==> config.mk <==
export PLATFORM = sky130hd
export DESIGN_NAME = deadline_weighted_matcher_top
export DESIGN_NICKNAME = d
export VERILOG_FILES = /design/src/hw/rtl/dwm_pkg.sv /design/src/hw/rtl/dwm_fifo.sv /design/src/hw/rtl/dwm_ram.sv /design/src/hw/rtl/dwm_engine.sv /design/src/hw/rtl/deadline_weighted_matcher_top.sv
export SDC_FILE = /design/constraint.sdc
export NUM_CORES = 2
export LEC_CHECK = 0
export BUFFER_PORTS_ARGS = -buffer_cell sky130_fd_sc_hd__buf_4
export CORE_ASPECT_RATIO = 0.5
export CORE_MARGIN = 10
export CORE_UTILIZATION = 25
export DETAILED_ROUTE_END_ITERATION = 12
export MAX_ROUTING_LAYER = met4
export SETUP_SLACK_MARGIN = 0.2
export SYNTH_ARGS = -nofsm -noshare
export SYNTH_HDL_FRONTEND = slang
export SYNTH_SLANG_ARGS = --single-unit
==> constraint.sdc <==
create_clock -name clock -period 13.93 [get_ports clock]
set_input_delay 1.393 -clock clock [delete_from_list [all_inputs] [get_ports clock]]
set_output_delay 1.393 -clock clock [all_outputs]
set_load 0.02 [all_outputs]
==> src/hw/rtl/dwm_pkg.sv <==
// Package for the deadline weighted matcher.
// Holds the request and result item types, entry types, codes and the engine states.
// Depends on nothing.
package dwm_pkg;

   localparam logic [1:0] ACT_SEEKER = 2'd0;
   localparam logic [1:0] ACT_DONOR  = 2'd1;
   localparam logic [1:0] ACT_TICK   = 2'd2;
   localparam logic [1:0] ACT_WEIGHT = 2'd3;

   localparam logic [1:0] KIND_MATCHED   = 2'd0;
   localparam logic [1:0] KIND_UNMATCHED = 2'd1;
   localparam logic [1:0] KIND_REJECTED  = 2'd2;

   typedef struct packed {
      logic [1:0]  action;
      logic [15:0] item_id;
      logic [2:0]  item_type;
      logic [2:0]  partner_type;
      logic [15:0] deadline;
      logic [7:0]  weight;
   } req_type;

   typedef struct packed {
      logic [1:0]  kind;
      logic [15:0] seeker_ref;
      logic [15:0] donor_ref;
      logic [15:0] wait_time;
      logic        last;
   } rsp_type;

   typedef struct packed {
      logic [15:0] id;
      logic [2:0]  stype;
      logic [15:0] deadline;
      logic [15:0] arrival;
   } seeker_entry_type;

   typedef struct packed {
      logic [15:0] id;
      logic [2:0]  dtype;
      logic [15:0] deadline;
   } donor_entry_type;

   typedef enum logic [2:0] {
      ST_IDLE,
      ST_EXEC,
      ST_REJECT,
      ST_SCAN,
      ST_SEARCH,
      ST_EMIT,
      ST_PURGE,
      ST_FLUSH
   } state_type;

endpackage

==> src/hw/rtl/dwm_fifo.sv <==
// Small register queue used between the front and back parts and on the result side.
// Generic in width and depth; no package dependency.
module dwm_fifo #(
   parameter int WIDTH = 8,
   parameter int DEPTH = 2
) (
   input  logic             clock,
   input  logic             reset,
   input  logic             push,
   input  logic [WIDTH-1:0] din,
   output logic             full,
   input  logic             pop,
   output logic [WIDTH-1:0] dout,
   output logic             empty
);
   localparam int PW = (DEPTH > 1) ? $clog2(DEPTH) : 1;
   localparam int CW = $clog2(DEPTH + 1);

   logic [WIDTH-1:0] mem_ff [DEPTH];
   logic [PW-1:0]    wr_ptr_ff, wr_ptr_in, rd_ptr_ff, rd_ptr_in;
   logic [CW-1:0]    count_ff, count_in;
   logic             do_push, do_pop;

   assign full    = (count_ff == CW'(DEPTH));
   assign empty   = (count_ff == '0);
   assign do_push = push && !full;
   assign do_pop  = pop && !empty;
   assign dout    = mem_ff[rd_ptr_ff];

   always_comb begin
      wr_ptr_in = wr_ptr_ff;
      rd_ptr_in = rd_ptr_ff;
      count_in  = count_ff;
      if (do_push) begin
         wr_ptr_in = (wr_ptr_ff == PW'(DEPTH - 1)) ? '0 : wr_ptr_ff + 1'b1;
      end
      if (do_pop) begin
         rd_ptr_in = (rd_ptr_ff == PW'(DEPTH - 1)) ? '0 : rd_ptr_ff + 1'b1;
      end
      if (do_push && !do_pop) begin
         count_in = count_ff + 1'b1;
      end else if (do_pop && !do_push) begin
         count_in = count_ff - 1'b1;
      end
   end

   always_ff @(posedge clock) begin
      if (reset) begin
         wr_ptr_ff <= '0;
         rd_ptr_ff <= '0;
         count_ff  <= '0;
      end else begin
         wr_ptr_ff <= wr_ptr_in;
         rd_ptr_ff <= rd_ptr_in;
         count_ff  <= count_in;
      end
   end

   always_ff @(posedge clock) begin
      if (do_push) begin
         mem_ff[wr_ptr_ff] <= din;
      end
   end

endmodule

==> src/hw/rtl/dwm_ram.sv <==
// Generic single-write, single-read RAM with registered read data.
// No package dependency.
module dwm_ram #(
   parameter int WIDTH = 8,
   parameter int DEPTH = 64
) (
   input  logic                                  clock,
   input  logic                                  we,
   input  logic [((DEPTH > 1) ? $clog2(DEPTH) : 1)-1:0] waddr,
   input  logic [WIDTH-1:0]                      wdata,
   input  logic [((DEPTH > 1) ? $clog2(DEPTH) : 1)-1:0] raddr,
   output logic [WIDTH-1:0]                      rdata
);
   logic [WIDTH-1:0] mem_ff [DEPTH];
   logic [WIDTH-1:0] rdata_ff;

   assign rdata = rdata_ff;

   always_ff @(posedge clock) begin
      if (we) begin
         mem_ff[waddr] <= wdata;
      end
      rdata_ff <= mem_ff[raddr];
   end

endmodule

==> src/hw/rtl/dwm_engine.sv <==
// Back part of the matcher: stores, weight table, tick scan and donor search.
// Depends on dwm_pkg and dwm_ram.
module dwm_engine #(
   parameter int SEEKER_SLOTS = 16,
   parameter int DONOR_SLOTS  = 16,
   parameter int TYPE_COUNT   = 8
) (
   input  logic            clock,
   input  logic            reset,
   input  dwm_pkg::req_type cmd_data,
   input  logic            cmd_empty,
   output logic            cmd_pop,
   output dwm_pkg::rsp_type out_data,
   input  logic            out_full,
   output logic            out_push
);
   import dwm_pkg::*;

   localparam int SIW = (SEEKER_SLOTS > 1) ? $clog2(SEEKER_SLOTS) : 1;
   localparam int SCW = $clog2(SEEKER_SLOTS + 1);
   localparam int DIW = (DONOR_SLOTS > 1) ? $clog2(DONOR_SLOTS) : 1;
   localparam int DCW = $clog2(DONOR_SLOTS + 1);
   localparam int WD  = TYPE_COUNT * TYPE_COUNT;
   localparam int AW  = (WD > 1) ? $clog2(WD) : 1;

   state_type        state_ff, state_in;
   req_type          cmd_ff, cmd_in;
   logic [15:0]      tick_ff, tick_in;
   logic [SCW-1:0]   scnt_ff, scnt_in, sidx_ff, sidx_in;
   logic [DCW-1:0]   dcnt_ff, dcnt_in, didx_ff, didx_in;
   logic             cmp_valid_ff, cmp_valid_in;
   logic [DIW-1:0]   cmp_idx_ff, cmp_idx_in, best_ff, best_in;
   logic [15:0]      cmp_id_ff, cmp_id_in, best_id_ff, best_id_in;
   logic [7:0]       bw_ff, bw_in;
   logic             found_ff, found_in;
   logic             pend_valid_ff, pend_valid_in;
   rsp_type          pend_ff, pend_in;
   logic             rd_valid_ff;
   logic             wvalid_ff [WD];
   seeker_entry_type seek_ff [SEEKER_SLOTS];
   donor_entry_type  don_ff [DONOR_SLOTS];

   seeker_entry_type cur_s;
   donor_entry_type  cur_d;
   logic [15:0]      dl_clamp;
   logic             s_wr, s_rm, d_wr, d_rm;
   logic [DIW-1:0]   d_rm_idx;
   logic             w_we, w_ok, r_ok;
   logic [AW-1:0]    waddr, raddr;
   logic [7:0]       rdata, cmp_w;

   assign cur_s    = seek_ff[sidx_ff[SIW-1:0]];
   assign cur_d    = don_ff[didx_ff[DIW-1:0]];
   assign dl_clamp = (cmd_ff.deadline < tick_ff) ? tick_ff : cmd_ff.deadline;

   // Weight index is donor type times the type count plus seeker type.
   assign w_ok  = (int'(cmd_ff.item_type) < TYPE_COUNT) && (int'(cmd_ff.partner_type) < TYPE_COUNT);
   assign waddr = AW'(int'(cmd_ff.item_type) * TYPE_COUNT + int'(cmd_ff.partner_type));
   assign r_ok  = (int'(cur_d.dtype) < TYPE_COUNT) && (int'(cur_s.stype) < TYPE_COUNT);
   assign raddr = AW'(int'(cur_d.dtype) * TYPE_COUNT + int'(cur_s.stype));
   assign cmp_w = rd_valid_ff ? rdata : 8'd0;

   dwm_ram #(
      .WIDTH(8),
      .DEPTH(WD)
   ) u_weights (
      .clock(clock),
      .we   (w_we),
      .waddr(waddr),
      .wdata(cmd_ff.weight),
      .raddr(raddr),
      .rdata(rdata)
   );

   always_comb begin
      state_in      = state_ff;
      cmd_in        = cmd_ff;
      tick_in       = tick_ff;
      scnt_in       = scnt_ff;
      sidx_in       = sidx_ff;
      dcnt_in       = dcnt_ff;
      didx_in       = didx_ff;
      cmp_valid_in  = 1'b0;
      cmp_idx_in    = cmp_idx_ff;
      cmp_id_in     = cmp_id_ff;
      best_in       = best_ff;
      best_id_in    = best_id_ff;
      bw_in         = bw_ff;
      found_in      = found_ff;
      pend_valid_in = pend_valid_ff;
      pend_in       = pend_ff;
      cmd_pop       = 1'b0;
      out_push      = 1'b0;
      out_data      = pend_ff;
      s_wr          = 1'b0;
      s_rm          = 1'b0;
      d_wr          = 1'b0;
      d_rm          = 1'b0;
      d_rm_idx      = best_ff;
      w_we          = 1'b0;
      case (state_ff)
         ST_IDLE: begin
            if (!cmd_empty) begin
               cmd_pop  = 1'b1;
               cmd_in   = cmd_data;
               state_in = ST_EXEC;
            end
         end
         ST_EXEC: begin
            case (cmd_ff.action)
               ACT_SEEKER: begin
                  if (scnt_ff == SCW'(SEEKER_SLOTS)) begin
                     state_in = ST_REJECT;
                  end else begin
                     s_wr     = 1'b1;
                     scnt_in  = scnt_ff + 1'b1;
                     state_in = ST_IDLE;
                  end
               end
               ACT_DONOR: begin
                  if (dcnt_ff == DCW'(DONOR_SLOTS)) begin
                     state_in = ST_REJECT;
                  end else begin
                     d_wr     = 1'b1;
                     dcnt_in  = dcnt_ff + 1'b1;
                     state_in = ST_IDLE;
                  end
               end
               ACT_TICK: begin
                  sidx_in  = '0;
                  state_in = ST_SCAN;
               end
               default: begin
                  w_we     = w_ok;
                  state_in = ST_IDLE;
               end
            endcase
         end
         ST_REJECT: begin
            if (!out_full) begin
               out_push            = 1'b1;
               out_data.kind       = KIND_REJECTED;
               out_data.seeker_ref = cmd_ff.item_id;
               out_data.donor_ref  = '0;
               out_data.wait_time  = '0;
               out_data.last       = 1'b1;
               state_in            = ST_IDLE;
            end
         end
         ST_SCAN: begin
            if (sidx_ff == scnt_ff) begin
               didx_in  = '0;
               state_in = ST_PURGE;
            end else if (cur_s.deadline == tick_ff) begin
               didx_in  = '0;
               bw_in    = '0;
               found_in = 1'b0;
               state_in = ST_SEARCH;
            end else begin
               sidx_in = sidx_ff + 1'b1;
            end
         end
         ST_SEARCH: begin
            // One donor enters the weight lookup each cycle; the compare works on the registered weight read.
            if (didx_ff < dcnt_ff) begin
               cmp_valid_in = 1'b1;
               cmp_idx_in   = didx_ff[DIW-1:0];
               cmp_id_in    = cur_d.id;
               didx_in      = didx_ff + 1'b1;
            end else if (!cmp_valid_ff) begin
               state_in = ST_EMIT;
            end
            if (cmp_valid_ff && (cmp_w > bw_ff)) begin
               bw_in      = cmp_w;
               best_in    = cmp_idx_ff;
               best_id_in = cmp_id_ff;
               found_in   = 1'b1;
            end
         end
         ST_EMIT: begin
            if (!(pend_valid_ff && out_full)) begin
               out_push           = pend_valid_ff;
               pend_valid_in      = 1'b1;
               pend_in.kind       = found_ff ? KIND_MATCHED : KIND_UNMATCHED;
               pend_in.seeker_ref = cur_s.id;
               pend_in.donor_ref  = found_ff ? best_id_ff : 16'd0;
               pend_in.wait_time  = tick_ff - cur_s.arrival;
               pend_in.last       = 1'b0;
               s_rm               = 1'b1;
               scnt_in            = scnt_ff - 1'b1;
               if (found_ff) begin
                  d_rm    = 1'b1;
                  dcnt_in = dcnt_ff - 1'b1;
               end
               state_in = ST_SCAN;
            end
         end
         ST_PURGE: begin
            if (didx_ff == dcnt_ff) begin
               tick_in  = tick_ff + 1'b1;
               state_in = ST_FLUSH;
            end else if (cur_d.deadline == tick_ff) begin
               d_rm     = 1'b1;
               d_rm_idx = didx_ff[DIW-1:0];
               dcnt_in  = dcnt_ff - 1'b1;
            end else begin
               didx_in = didx_ff + 1'b1;
            end
         end
         ST_FLUSH: begin
            if (!pend_valid_ff) begin
               state_in = ST_IDLE;
            end else if (!out_full) begin
               out_push      = 1'b1;
               out_data.last = 1'b1;
               pend_valid_in = 1'b0;
               state_in      = ST_IDLE;
            end
         end
         default: begin
            state_in = ST_IDLE;
         end
      endcase
   end

   always_ff @(posedge clock) begin
      if (reset) begin
         state_ff      <= ST_IDLE;
         tick_ff       <= '0;
         scnt_ff       <= '0;
         dcnt_ff       <= '0;
         cmp_valid_ff  <= 1'b0;
         pend_valid_ff <= 1'b0;
         for (int k = 0; k < WD; k++) begin
            wvalid_ff[k] <= 1'b0;
         end
      end else begin
         state_ff      <= state_in;
         tick_ff       <= tick_in;
         scnt_ff       <= scnt_in;
         dcnt_ff       <= dcnt_in;
         cmp_valid_ff  <= cmp_valid_in;
         pend_valid_ff <= pend_valid_in;
         if (w_we) begin
            wvalid_ff[waddr] <= 1'b1;
         end
      end
   end

   always_ff @(posedge clock) begin
      cmd_ff      <= cmd_in;
      sidx_ff     <= sidx_in;
      didx_ff     <= didx_in;
      cmp_idx_ff  <= cmp_idx_in;
      cmp_id_ff   <= cmp_id_in;
      best_ff     <= best_in;
      best_id_ff  <= best_id_in;
      bw_ff       <= bw_in;
      found_ff    <= found_in;
      pend_ff     <= pend_in;
      rd_valid_ff <= wvalid_ff[raddr] && r_ok;
   end

   // Stores stay in arrival order: a removal shifts every later entry down by one.
   for (genvar k = 0; k < SEEKER_SLOTS; k++) begin : g_seek
      always_ff @(posedge clock) begin
         if (s_wr && (scnt_ff[SIW-1:0] == SIW'(k))) begin
            seek_ff[k] <= '{id: cmd_ff.item_id, stype: cmd_ff.item_type,
                            deadline: dl_clamp, arrival: tick_ff};
         end else if (s_rm && (SCW'(k) >= sidx_ff)) begin
            if (k < SEEKER_SLOTS - 1) begin
               seek_ff[k] <= seek_ff[(k < SEEKER_SLOTS - 1) ? k + 1 : k];
            end
         end
      end
   end

   for (genvar k = 0; k < DONOR_SLOTS; k++) begin : g_don
      always_ff @(posedge clock) begin
         if (d_wr && (dcnt_ff[DIW-1:0] == DIW'(k))) begin
            don_ff[k] <= '{id: cmd_ff.item_id, dtype: cmd_ff.item_type, deadline: dl_clamp};
         end else if (d_rm && (DIW'(k) >= d_rm_idx)) begin
            if (k < DONOR_SLOTS - 1) begin
               don_ff[k] <= don_ff[(k < DONOR_SLOTS - 1) ? k + 1 : k];
            end
         end
      end
   end

endmodule

==> src/hw/rtl/deadline_weighted_matcher_top.sv <==
// An arrival or weight write is taken from the front queue in the idle state and stored in
// the execute state, or a rejection is pushed from the reject state. A tick scans waiting
// seekers, searches the waiting donors for each due seeker (one donor per cycle), emits its
// result, then purges due donors. The back part takes one item at a time; a two-item queue
// lets the front keep accepting, and results leave through a four-item queue. Synchronous
// active-high reset empties both stores, clears all weights and the tick; ready the cycle after.
module deadline_weighted_matcher_top #(
   parameter int SEEKER_SLOTS = 16,
   parameter int DONOR_SLOTS  = 16,
   parameter int TYPE_COUNT   = 8
) (
   input  logic             clock,
   input  logic             reset,
   input  logic             push,
   output logic             full,
   input  dwm_pkg::req_type req_data,
   output logic             empty,
   input  logic             pop,
   output dwm_pkg::rsp_type rsp_data
);
   import dwm_pkg::*;

   req_type cmd_data;
   rsp_type out_data;
   logic    cmd_empty, cmd_pop, out_full, out_push;

   dwm_fifo #(
      .WIDTH($bits(req_type)),
      .DEPTH(2)
   ) u_front (
      .clock(clock),
      .reset(reset),
      .push (push),
      .din  (req_data),
      .full (full),
      .pop  (cmd_pop),
      .dout (cmd_data),
      .empty(cmd_empty)
   );

   dwm_engine #(
      .SEEKER_SLOTS(SEEKER_SLOTS),
      .DONOR_SLOTS (DONOR_SLOTS),
      .TYPE_COUNT  (TYPE_COUNT)
   ) u_engine (
      .clock    (clock),
      .reset    (reset),
      .cmd_data (cmd_data),
      .cmd_empty(cmd_empty),
      .cmd_pop  (cmd_pop),
      .out_data (out_data),
      .out_full (out_full),
      .out_push (out_push)
   );

   dwm_fifo #(
      .WIDTH($bits(rsp_type)),
      .DEPTH(4)
   ) u_results (
      .clock(clock),
      .reset(reset),
      .push (out_push),
      .din  (out_data),
      .full (out_full),
      .pop  (pop),
      .dout (rsp_data),
      .empty(empty)
   );

endmodule

==> results.py <==
metrics = {
    "run_status": {
        "status": "finished, final reports clean",
    },
    "synthesis": {
        "async_reset_ff_frac": 0,
        "synth_largest_area_cell": "edfxtp_1",
        "ys_types": 75,
        "synthXorXnorAreaFrac": 0.007865,
        "yosys_warnings": 0,
        "synth-seq-cells": 2469,
        "syn_area_um2": 111400,
        "synth_flop_cell": "edfxtp_1",
        "synthCells": 7061,
        "synth_top_family_by_area": "multiplexers",
        "synth_compound_area_frac": 0.03645,
        "synth_fa_ha_area_frac": 0.007572,
        "yosysTopAreaCellShare": 0.6320,
        "ys_seq_area_frac": 0.6545,
        "synth_mux_area_frac": 0.2122,
        "ys_top_cells_by_area": "edfxtp_1 63%, mux4_2 12%, mux2_2 8.4%",
        "syn_nets": 7178,
        "synthSimpleGateAreaFrac": 0.05766,
        "synth_edf_count": 2344,
        "syn-mean-instance-area_um2": 15.77,
    },
    "critical_path": {
        "ff2ff_setup_slack_ns": 6.59,
        "cp-start-kind": "flip-flop",
        "cp_max_fo": 62,
        "r2r-end": "u_engine.don_ff[0][0]$_DFFE_PP_",
        "end_kind": "flip-flop",
        "crit_arrival_ns": 7.78,
        "required_ns": 14.38,
        "endpoint": "u_engine.don_ff[0][0]$_DFFE_PP_",
        "r2r_cells": 14,
        "path_class": "reg -> reg",
    },
    "placed_design": {
        "place_area_um2": 119200,
        "hpwlAfterDp_um": 179700,
        "place_congestion": 0.8261,
        "io_buffers": 104,
    },
    "sta": {
        "relSlewSlack": 0.1975,
        "hold_viol": 0,
        "finalSetupViolCount": 0,
        "worstMarginPinSlew_ns": 1.204,
        "fin_crit_sh": 0.5266,
        "fin_skew_ns": 0.05824,
        "fmax_mhz": 136.3,
        "fin_setup_tns_ns": 0,
        "slew_viol_final": 0,
        "min_period_ns": 7.336,
        "grt_setup_unrepaired": "false",
    },
    "routing": {
        "routed_via_density": 4.840,
        "wl_per_cell_um": 23.66,
        "ant_nets": 0,
        "drc_errors": 0,
        "finalWirelength_um": 312700,
        "first_iter_violations": 7271,
        "drt_pre_antenna_iters": 6,
        "vias": 63968,
    },
    "clock_network": {
        "cts_made_buffers": 272,
        "cts_setup_buffers": 0,
        "htreeDepth": 5,
        "clk_latency_ns": 0.86,
        "tritoncts": "built",
        "path_clk_slew_ns": 0.06,
        "cts_root_buf": "clkbuf_16",
        "holdBufCountCts": 0,
        "cts_resized": 0,
        "clk_path_buf_depth": 4,
        "clock-sinks": 2469,
    },
    "finish": {
        "area_growth_pct": 14.61,
        "design_area_um2": 127600,
        "final_cell_mix": "2344 x edfxtp_1, 828 x mux2_2, 693 x nand2_1",
        "fin_nets": 7174,
        "final_common_cell": "edfxtp_1",
        "drive_gt1_frac": 0.2953,
    },
    "power_and_ir_drop": {
        "leakagePower_nw": 41.55,
        "vdd_ir_drop_max_mv": 0.1250,
        "power.density_nw_per_um2": 166.7,
    },
    "floorplanning": {
        "die_h_um": 491.9,
        "io_pins": 105,
        "rows": 173,
        "dieArea_um2": 474200,
        "fp.dieW_um": 963.9,
        "core_um2": 444000,
        "start_util": 0.2508,
    },
    "global_routing": {
        "grt-ovfl-total": 0,
        "grt_usage": 0.1299,
        "antenna_found_initial": 9,
        "grt_pass1_wl_um": 451200,
        "grt_pass1_vias": 63737,
        "grt_max_degree": 108,
    },
    "hold_path": {
        "hold_class": "reg -> reg",
        "hold_path_startpoint": "u_engine.cmp_id_ff[13]$_DFFE_PP_",
    },
    "flow_run": {
        "drv_cap": 0,
    },
}
metrics by stage:
| stage | hold WS (ns) | utilization | std cells | setup WS (ns) | total power, mW |
|---|---|---|---|---|---|
| after global placement | 0.4033 | 0.2686 | 12733 | 6.624 | 14.36 |
| after global routing | 0.4309 | 0.2875 | 13213 | 6.269 | 22.09 |
| after CTS | 0.4188 | 0.2875 | 13208 | 6.582 | 21.43 |
| after detailed placement | 0.4045 | 0.2686 | 12733 | 6.604 | 14.50 |
| after floorplan | 0.4003 | - | 7061 | 6.445 | 12.88 |
| final | 0.4226 | 0.2875 | 13216 | 6.594 | 21.28 |
critical path, stage by stage (launching register included):
cell,delay [ns]
dfxtp_4,1.05
buf_4,0.93
nor2_1,0.35
a22o_1,0.32
o31a_1,0.33
o41ai_1,0.37
mux2i_1,0.13
and4bb_1,0.42
nand3_2,0.30
o21ai_4,0.21
buf_4,0.72
a21boi_4,0.29
buf_4,0.55
o21bai_4,0.24
buf_4,0.57
sequential cells by signal, indices dropped and copies added (netlist names), 3 cells and up, named ones only:
register / flops
u_engine.u_weights.rdata: 8
u_engine.tick_ff: 16
u_engine.seek_ff: 816
u_engine.pend_ff: 49
u_engine.wvalid_ff: 64
u_engine.cmp_idx_ff: 4
u_engine.bw_ff: 8
u_engine.dcnt_ff: 5
u_results.count_ff: 3
u_engine.best_ff: 4
u_engine.best_id_ff: 16
u_results.mem_ff: 204
u_engine.cmd_ff: 48
u_engine.scnt_ff: 5
u_engine.cmp_id_ff: 16
u_engine.u_weights.mem_ff: 512
u_engine.didx_ff: 5
u_front.mem_ff: 96
u_engine.state_ff: 3
u_engine.don_ff: 560
u_engine.sidx_ff: 5
logic make-up after synthesis:
group	Yosys count
DFF	2469
muxes	1545
and+or+nand+nor	1526
AOI/OAI and AO/OA	712
buffers and inverters	644
xor gates and xnor gates	100
adders and majority gates	65
cells in the mapped netlist (18+ instances only):
cell type and number:
o21ai_0 233, dfxtp_1 125, ha_1 61, mux2i_1 144, clkbuf_1 341, mux2_2 828
a22oi_1 26, o211ai_1 26, xnor2_1 84, edfxtp_1 2344, nand2_1 704, buf_2 64
nor2b_1 24, a21o_1 19, a211oi_1 25, and3_1 23, nand3_1 36, nand4_1 31
nor2_1 548, buf_1 119, and2_1 78, mux4_2 570, a21oi_1 307, buf_4 18
inv_1 79
worst min path at each step:
stage                                   endpoint  slack (ns)  depth (start not counted)
2_1_floorplan      u_engine.best_ff[0]$_DFFE_PP_        0.40                          0
3_3_place_gp    u_engine.best_id_ff[7]$_DFFE_PP_        0.40                          0
3_5_place_dp   u_engine.best_id_ff[13]$_DFFE_PP_        0.40                          0
4_1_cts        u_engine.best_id_ff[13]$_DFFE_PP_        0.42                          0
5_1_grt            u_engine.best_ff[2]$_DFFE_PP_        0.43                          0
6_report       u_engine.best_id_ff[13]$_DFFE_PP_        0.42                          0
metal layers:
layer / GRT usage / wire length [µm] / up-vias
met4: 0.04043 / 10530 / 0
met3: 0.01943 / 22950 / 556
met5: - / 0 / -
met2: 0.2057 / 147600 / 2645
met1: 0.1718 / 131700 / 33591
li1: - / - / 27176
final cells by class:
cell class / instances / area [µm²]
inverters: 92 / 345.3
repair buffers: 274 / 2095
diodes: 8 / 20.02
flip-flops and latches: 2469 / 72920
multi-input cells: 3948 / 36440
fillers: 44013 / 316300
well taps: 5950 / 7445
clock buffers: 352 / 7326
clock inverters: 123 / 1051
report_power, final:
group	total, mW	internal (mW)	switching, mW	leakage [nW]
registers	9.33	9.12	0.214	22.3
logic	4.99	2.12	2.87	15.2
clock network	6.95	4.00	2.95	4.12
Note: power is estimated with default switching activity, not from simulation.
